## config.mk

```make
export PLATFORM = sky130hd
export DESIGN_NAME = segi_classify
export DESIGN_NICKNAME = d
export VERILOG_FILES = /design/src/hdl/segi_pkg.sv /design/src/hdl/segi_classify.sv
export SDC_FILE = /design/constraint.sdc
export NUM_CORES = 1
export LEC_CHECK = 0
export BUFFER_PORTS_ARGS = -buffer_cell sky130_fd_sc_hd__buf_2
export CAP_MARGIN = 20
export CORE_AREA = 2 2 297 299
export DETAILED_ROUTE_END_ITERATION = 12
export DIE_AREA = 0 0 299 301
export GPL_TIMING_DRIVEN = 0
export HOLD_SLACK_MARGIN = 0.12
export PLACE_DENSITY = 0.39
export SYNTH_ARGS = -nofsm -noshare
export SYNTH_HDL_FRONTEND = slang
export SYNTH_SLANG_ARGS = --single-unit
```

## constraint.sdc

```tcl
create_clock -name clk -period 0.8 [get_ports clk]
set_clock_uncertainty 0.05 [all_clocks]
set_input_delay 0.12 -clock clk [delete_from_list [all_inputs] [get_ports clk]]
set_output_delay 0.12 -clock clk [all_outputs]
set_load 0.005 [all_outputs]
```

## src/hdl/segi_pkg.sv

```systemverilog
// Shared widths, status codes, pipeline payload types and helpers for the
// segment intersection core. No dependencies.
package segi_pkg;

    localparam int COORD_W    = 32;
    localparam int DIFF_W     = COORD_W + 1;
    localparam int PROD_W     = 2 * DIFF_W;
    localparam int CROSS_W    = PROD_W + 1;
    localparam int REM_W      = CROSS_W + 1;
    localparam int RATIO_BITS = 32;
    localparam int Q_W        = RATIO_BITS + 1;
    localparam int DIV_STAGES = Q_W;
    localparam int TOL_W      = 32;
    localparam logic [TOL_W-1:0] TOL_RESET = 32'd1;

    typedef enum logic [2:0] {
        ST_CROSS     = 3'd0,
        ST_COLL_A    = 3'd1,
        ST_COLL_C    = 3'd2,
        ST_COLL_NONE = 3'd3,
        ST_PARALLEL  = 3'd4,
        ST_OUTSIDE   = 3'd5
    } status_t;

    // Cross products and the coordinates still needed after them.
    typedef struct packed {
        logic signed [COORD_W-1:0] ax;
        logic signed [COORD_W-1:0] ay;
        logic signed [COORD_W-1:0] bx;
        logic signed [COORD_W-1:0] cx;
        logic signed [COORD_W-1:0] cy;
        logic signed [COORD_W-1:0] dx;
        logic signed [DIFF_W-1:0]  bax;
        logic signed [DIFF_W-1:0]  bay;
        logic signed [CROSS_W-1:0] den;
        logic signed [CROSS_W-1:0] rn;
        logic signed [CROSS_W-1:0] sn;
    } cross_t;

    // Result fields carried alongside the divider. For a crossing, px and py
    // hold the start point A until the interpolation adds the offset.
    typedef struct packed {
        logic                      found;
        status_t                   status;
        logic                      crossing;
        logic signed [COORD_W-1:0] px;
        logic signed [COORD_W-1:0] py;
        logic signed [DIFF_W-1:0]  bax;
        logic signed [DIFF_W-1:0]  bay;
    } side_t;

    function automatic logic [CROSS_W-1:0] mag_cross(input logic signed [CROSS_W-1:0] v);
        mag_cross = v[CROSS_W-1] ? CROSS_W'(-v) : CROSS_W'(v);
    endfunction

    function automatic logic near_zero(input logic signed [CROSS_W-1:0] v,
                                       input logic [TOL_W-1:0] tol);
        near_zero = (v == '0) || (mag_cross(v) < {{(CROSS_W-TOL_W){1'b0}}, tol});
    endfunction

    // True when n/d lies in [0,1]; d is known to be nonzero.
    function automatic logic unit_ratio(input logic signed [CROSS_W-1:0] n,
                                        input logic signed [CROSS_W-1:0] d);
        if (!d[CROSS_W-1])
            unit_ratio = (n >= 0) && (n <= d);
        else
            unit_ratio = (n <= 0) && (n >= d);
    endfunction

endpackage

```

## src/hdl/segi_classify.sv

```systemverilog
// One stage that sorts a pair into collinear, parallel, outside or crossing
// and prepares the divider operands. Depends on segi_pkg.
module segi_classify
(
    input  logic                              clk,
    input  logic                              rst_n,
    input  logic [segi_pkg::TOL_W-1:0]        tol,
    input  logic                              in_valid,
    input  segi_pkg::cross_t                  in_data,
    output logic                              out_valid,
    output segi_pkg::side_t                   out_side,
    output logic [segi_pkg::CROSS_W-1:0]      out_n,
    output logic [segi_pkg::CROSS_W-1:0]      out_d
);

    logic                             valid_reg;
    segi_pkg::side_t                  side_reg;
    segi_pkg::side_t                  side_next;
    logic [segi_pkg::CROSS_W-1:0]     n_reg;
    logic [segi_pkg::CROSS_W-1:0]     d_reg;

    always_comb
    begin
        side_next          = '0;
        side_next.bax      = in_data.bax;
        side_next.bay      = in_data.bay;
        side_next.status   = segi_pkg::ST_CROSS;
        if (segi_pkg::near_zero(in_data.den, tol))
        begin
            if (segi_pkg::near_zero(in_data.rn, tol))
            begin
                // Overlap of collinear segments is judged on x alone.
                if (in_data.ax >= in_data.cx && in_data.ax <= in_data.dx)
                begin
                    side_next.found  = 1'b1;
                    side_next.status = segi_pkg::ST_COLL_A;
                    side_next.px     = in_data.ax;
                    side_next.py     = in_data.ay;
                end
                else if (in_data.cx >= in_data.ax && in_data.cx <= in_data.bx)
                begin
                    side_next.found  = 1'b1;
                    side_next.status = segi_pkg::ST_COLL_C;
                    side_next.px     = in_data.cx;
                    side_next.py     = in_data.cy;
                end
                else
                begin
                    side_next.status = segi_pkg::ST_COLL_NONE;
                end
            end
            else
            begin
                side_next.status = segi_pkg::ST_PARALLEL;
            end
        end
        else if (!segi_pkg::unit_ratio(in_data.rn, in_data.den) ||
                 !segi_pkg::unit_ratio(in_data.sn, in_data.den))
        begin
            side_next.status = segi_pkg::ST_OUTSIDE;
        end
        else
        begin
            side_next.found    = 1'b1;
            side_next.crossing = 1'b1;
            side_next.px       = in_data.ax;
            side_next.py       = in_data.ay;
        end
    end

    always_ff @(posedge clk or negedge rst_n)
    begin
        if (!rst_n)
            valid_reg <= 1'b0;
        else
            valid_reg <= in_valid;
    end

    always_ff @(posedge clk)
    begin
        side_reg <= side_next;
        n_reg    <= segi_pkg::mag_cross(in_data.rn);
        d_reg    <= segi_pkg::mag_cross(in_data.den);
    end

    assign out_valid = valid_reg;
    assign out_side  = side_reg;
    assign out_n     = n_reg;
    assign out_d     = d_reg;

endmodule

```

* Word-level counts from Yosys, hierarchy flattened
Cells that the tools add are included.
Storage, ports and cells: flip-flop bits (word level) 270, bits in latches 0, memory bits (writable) 0, memory bits (read-only) 0, bits of input ports 494, output and inout bits 270, memories kept 0
Operators by class: add/sub/neg operators 2, $mul 0, div/mod/pow operators 0, $lt $le $gt $ge 14, eq/ne operators 0, shift-type cells 0, muxes and demuxes 19, bitwise gates (word level) 0, reduce and logical (&&, ||, !) cells 13
Operators with widths (count):
- 64-bit 2-to-1 mux | 4
- 67-bit by 1-bit greater-or-equal comparator with 1-bit output (second input constant) | 2
- 67-bit greater-or-equal comparator | 2
- 67-bit by 1-bit <= comparator with 1-bit output (second input constant) | 2
- 67-bit <= comparator | 2
- 67-bit zero test | 2
- 67-bit by 32-bit < comparator with 1-bit output | 2
- 67-bit 2-to-1 mux | 2
- 67-bit negation | 2
- 65-bit 2-to-1 mux | 1
- 32-bit greater-or-equal comparator | 2
- 32-bit <= comparator | 2
- 1-bit 2-to-1 mux | 8
- 4-bit 2-to-1 mux | 2
- 1-bit logical AND | 6
- 3-bit 2-to-1 mux | 2
- 1-bit logical OR | 3
- 1-bit zero test | 2

* Logic depth before layout (Yosys ltp)
depth in word-level cells 9, mapped depth 22

* Least setup slack after synthesis
No wires, ideal clock.
kind in2reg, start point input in_data[72] (netlist name), end point register side_reg, in the netlist out_side[100], library setup time 0.059 ns, arrival 5.709 ns, path slack -5.018 ns, cell stages on the path 19, buffers on the path 1, cell sequence or4_1 -> nor4b_4 -> nand2_1 -> or4_1 -> o31ai_1 -> xnor2_1 -> ha_1 -> a21oi_1 -> nor2_1 -> a2111oi_0 -> o31ai_1 -> o21ba_2 -> or4b_2 -> or4b_2 -> nor4_4 -> nor2_2 -> nor4_4 -> buf_6 -> a22o_1
RTL lines:
- start, declared | line segi_classify.sv:9 | input segi_pkg::cross_t in_data,
- end signal, assigned | line segi_classify.sv:81 | side_reg <= side_next;
- end, declared | line segi_classify.sv:17 | segi_pkg::side_t side_reg;

==> results.txt <==
- Placement Rows: 108
* Root Buffer Master: sky130_fd_sc_hd__clkbuf_16
* Maximum clock rate: 187 MHz
* Fill count: 8951
* Overflow after GRT: 0
- Entering global routing, the biggest net connects 14 pins.
- In this run the most critical hold path is launched from in_data[77].
- From synthesis to final layout, the design area changed by 80.0%.
- Counting flops with a built-in enable in the synthesized netlist gives 0.
* Setup repair after global routing missed its margin: true
- Initial cell density of the core: 19.8%
- The worst pin sits at a relative slew slack of 13.9%.
- DR WL/cell: 23.7 µm
- After clock tree synthesis, the clock-pin slew on the worst setup and hold paths is 0.07 ns.
- Area of all sequential standard cells: 0.00558 mm²
- In this run the remaining antenna-violating nets after routing total 0.
* Final instance area: 0.0309 mm²
* Net Sw Frac: 30.1%
- The congestion estimate from routability-driven global placement came to 0.941.
- Vias: 19421
- Half-perimeter wire length after detailed placement: 81.7 mm
* Critical setup path kind: in -> reg
- Cell internal power was estimated by the tool at 30.9 mW.
- Core footprint: 0.0865 mm²
* Relative contribution of combinational cells to total power: 27.6%
* Count of routing violations after the opening detailed-route iteration: 920
- The count of final max-slew check failures came to 0.
* Type of element launching the critical path: primary input
- Final period utilization: 670%
* Via/cell ratio: 4.60
- Setup Slack @ Placement: -6.93 ns
- The first TritonRoute pass finished after 5 iterations.
- For the final routed database, the setup TNS stands at -507.75 ns.
* Most Crowded Layer GR: met2
- Of all nets on the critical path, the largest fanout is 6.
- Nets: 3817
- For the worst setup path, the data arrival time is 5.78 ns.
- Setup violations remaining at the end of the flow were counted as 466.
- Die outline height: 301 µm
- After detailed routing, the number of remaining DRC violations is 0.
- IR analysis of the VDD net gives a maximum drop of 0.00118 V.
- The clock drives 270 sinks.
* Post-synthesis average cell area: 9.08 µm²
- Cell depth of the worst hold path: 2
* CTS tree: done
- Transition time of the tightest slew-check pin: 1.29 ns
- Portion of the post-synthesis area used by sequential elements: 31.6%
- Status: complete, but fails checks
- Highest-count cells in the layout ignoring fill and taps: sky130_fd_sc_hd__buf_2 (642), sky130_fd_sc_hd__ha_1 (292), sky130_fd_sc_hd__dlygate4sd3_1 (215), sky130_fd_sc_hd__inv_1 (212), sky130_fd_sc_hd__buf_6 (162)
* Placed cell area: 0.0235 mm²
- The worst setup path is captured at a flip-flop.
* Wire length after detailed routing: 99.9 mm
* Synth warn: 0
- The first global-routing pass estimated 139 mm of wire.
- Violated checks: negative hold slack, negative setup slack
- In this run the tool buffered the top-level ports with 763 buffer cells.
* Initial antenna violation count: 26
- Met2 track demand over resource in global routing: 37.9%
* H-tree depth: 2
- Global routing consumed, on the met3 layer, 5.26% of the routing resources.
* Ys async rst share: 0.370%
- Proportion of power drawn by the clock network: 38.9%
- In this run the count of I/O pins placed on the die edge is 764.
* Data required time at the worst endpoint: 1.23 ns
* Post-Syn Instances: 1887
- Syn Nets: 2675
- Across all hold checks on the routed design, the worst slack comes to -0.278 ns.
* GR Util met1: 23.7%
- Leaving out fill and tap cells, the most frequent cell in the layout is sky130_fd_sc_hd__buf_2.
- Number of max-cap violations: 0
- The die covers 0.0900 mm².
- Number of different library cells in the post-synthesis netlist: 80
- Post-synth top flop: sky130_fd_sc_hd__dfxtp_1
- The routed design could run at a clock period as short as 5.36 ns.
* Reported leakage power: 14.8 nW
* Clock buffers created by TritonCTS: 35
* Minimum setup slack in the final design: -4.56 ns
- Sequential Power Share: 33.6%
- The path class of the tightest hold or removal check is in -> reg.
- Clock Path Buffers: 3
- GRT Overall Usage: 21.1%
- Sum of internal, switching and leakage power: 44.2 mW
- For this design the total switching power over the nets is 13.3 mW.
- FF+latch count, synth: 270
- Cell area after synthesis: 0.0171 mm²
- Share of cells above drive strength 1: 46.2%
- Power per unit of standard cell area: 1430 mW/mm²
- The via count of the first global-routing pass came to 20328.
- Horiz. Die Dim: 299 µm
- Area of combinational cells with multiple inputs: 0.0131 mm²
- The worst hold path terminates at out_n[10]$_DFF_P_.
- Total count of hold-check failures in the final report: 101
[power by group through the flow]
| stage | Sequential [mW] | Clock [mW] | Combinational [mW] |
|---|---|---|---|
| detailed placement | 15.0 | 0 | 9.82 |
| global placement | 15.0 | 0 | 9.68 |
| CTS | 14.7 | 17.9 | 11.2 |
| floorplan | 15.1 | 0 | 4.58 |
| finish | 14.8 | 17.2 | 12.2 |
| global route | 14.9 | 18.3 | 13.3 |
[worst max-delay path by stage]
stage                             to        start  slack (ns)
6_report        out_side[92]$_DFF_P_  in_data[72]       -4.56
5_1_grt         out_side[80]$_DFF_P_  in_data[72]       -4.68
4_1_cts         out_side[94]$_DFF_P_  in_data[72]       -4.55
3_5_place_dp    out_side[99]$_DFF_P_  in_data[72]       -6.93
3_3_place_gp    out_side[99]$_DFF_P_  in_data[72]       -6.86
2_1_floorplan  out_side[101]$_DFF_P_  in_data[72]       -4.70
[layout make-up]
class / count / area share, %
Clock inverter: 15 / 0.799
Multi-Input combinational cell: 1358 / 42.5
Tap cell: 1155 / 4.68
Buffer: 37 / 1.72
Clock buffer: 46 / 3.17
Inverter: 218 / 2.66
Antenna cell: 15 / 0.122
Timing Repair Buffer: 1109 / 26.3
Sequential cell: 270 / 18.1
[cell usage after synthesis, types with 4 or more instances]
| library cell | number | area share [%] |
|---|---|---|
| sky130_fd_sc_hd__nor2_1 | 69 | 1.5 |
| sky130_fd_sc_hd__a2111oi_0 | 5 | 0.26 |
| sky130_fd_sc_hd__xor2_1 | 12 | 0.61 |
| sky130_fd_sc_hd__nor3b_1 | 5 | 0.22 |
| sky130_fd_sc_hd__nor3_1 | 42 | 1.2 |
| sky130_fd_sc_hd__or2_2 | 6 | 0.22 |
| sky130_fd_sc_hd__o21ai_0 | 79 | 2.3 |
| sky130_fd_sc_hd__ha_1 | 294 | 21 |
| sky130_fd_sc_hd__nand2_1 | 102 | 2.2 |
| sky130_fd_sc_hd__o311ai_0 | 4 | 0.20 |
| sky130_fd_sc_hd__nor2b_1 | 18 | 0.66 |
| sky130_fd_sc_hd__o31ai_1 | 43 | 1.9 |
| sky130_fd_sc_hd__and4_1 | 11 | 0.56 |
| sky130_fd_sc_hd__dfxtp_1 | 269 | 31 |
| sky130_fd_sc_hd__o31a_1 | 6 | 0.31 |
| sky130_fd_sc_hd__nand4_1 | 64 | 2.3 |
| sky130_fd_sc_hd__o41ai_1 | 21 | 1.1 |
| sky130_fd_sc_hd__a21o_1 | 48 | 2.1 |
| sky130_fd_sc_hd__or4_1 | 25 | 1.1 |
| sky130_fd_sc_hd__o21a_1 | 6 | 0.26 |
| sky130_fd_sc_hd__a21oi_1 | 112 | 3.3 |
| sky130_fd_sc_hd__nand2b_1 | 13 | 0.47 |
| sky130_fd_sc_hd__buf_6 | 9 | 0.59 |
| sky130_fd_sc_hd__buf_2 | 9 | 0.26 |
| sky130_fd_sc_hd__inv_1 | 217 | 4.8 |
| sky130_fd_sc_hd__nand4b_1 | 5 | 0.26 |
| sky130_fd_sc_hd__and2_1 | 5 | 0.18 |
| sky130_fd_sc_hd__clkbuf_1 | 20 | 0.44 |
| sky130_fd_sc_hd__nor4_1 | 41 | 1.5 |
| sky130_fd_sc_hd__a41oi_1 | 4 | 0.20 |
| sky130_fd_sc_hd__nand3_1 | 28 | 0.82 |
| sky130_fd_sc_hd__a22o_1 | 65 | 3.3 |
| sky130_fd_sc_hd__xnor2_1 | 117 | 6.0 |
| sky130_fd_sc_hd__or3_1 | 22 | 0.80 |
| sky130_fd_sc_hd__a31oi_1 | 8 | 0.29 |
| sky130_fd_sc_hd__buf_1 | 4 | 0.088 |
[worst max-delay path: stages]
cell and delay, ns:
sky130_fd_sc_hd__buf_8 0.09, sky130_fd_sc_hd__or4_4 0.57, sky130_fd_sc_hd__nor4b_4 0.30, sky130_fd_sc_hd__buf_4 0.17, sky130_fd_sc_hd__buf_6 0.11, sky130_fd_sc_hd__nand2_4 0.05, sky130_fd_sc_hd__or4_4 0.54, sky130_fd_sc_hd__o31ai_4 0.23
sky130_fd_sc_hd__xnor2_2 0.16, sky130_fd_sc_hd__ha_1 0.28, sky130_fd_sc_hd__a21oi_2 0.15, sky130_fd_sc_hd__nor2_2 0.06, sky130_fd_sc_hd__a2111oi_4 0.23, sky130_fd_sc_hd__o31ai_2 0.12, sky130_fd_sc_hd__o21ba_4 0.25, sky130_fd_sc_hd__or4b_4 0.52
sky130_fd_sc_hd__or4b_4 0.52, sky130_fd_sc_hd__nor4_4 0.28, sky130_fd_sc_hd__nor2_2 0.10, sky130_fd_sc_hd__nor4_4 0.29, sky130_fd_sc_hd__buf_6 0.15, sky130_fd_sc_hd__buf_12 0.14, sky130_fd_sc_hd__buf_8 0.13, sky130_fd_sc_hd__a22o_1 0.18
[what timing repair did]
item	CTS	global route
hold buffers	214	2
endpoints found under the setup margin	467	468
hold endpoints to repair	264	121
pin swaps	64	96
gates resized for setup	173	486
gates cloned	7	1
setup buffers	57	69
[routing by layer]
layer	wire, µm	part of all wire (%)
met4	3870	3.9
met5	149	0.15
met1	39200	39
met3	6440	6.4
met2	50300	50
[sequential cells by signal (all words and copies together), names as in the netlist]
register / flops
out_n: 67
out_side: 135
out_valid: 1
out_d: 67
[per-stage QoR]
stage          cells  util [%]
6_report        4223      35.7
5_1_grt         4216      35.7
4_1_cts         4142      32.7
3_5_place_dp    3806      27.2
3_3_place_gp    3805      27.2
2_1_floorplan   1887         -
[cell families after synthesis]
kind of cell | count (synthesis) | synth area share [%]
AOI/OAI and AO/OA | 449 | 18.3
xor gates and xnor gates | 129 | 6.59
adders and majority gates | 294 | 21.5
buffers and inverters | 260 | 6.15
DFF | 270 | 31.6
muxes | 5 | 0.307
and+or+nand+nor | 480 | 15.7
Power figures use the tool's default switching activity.
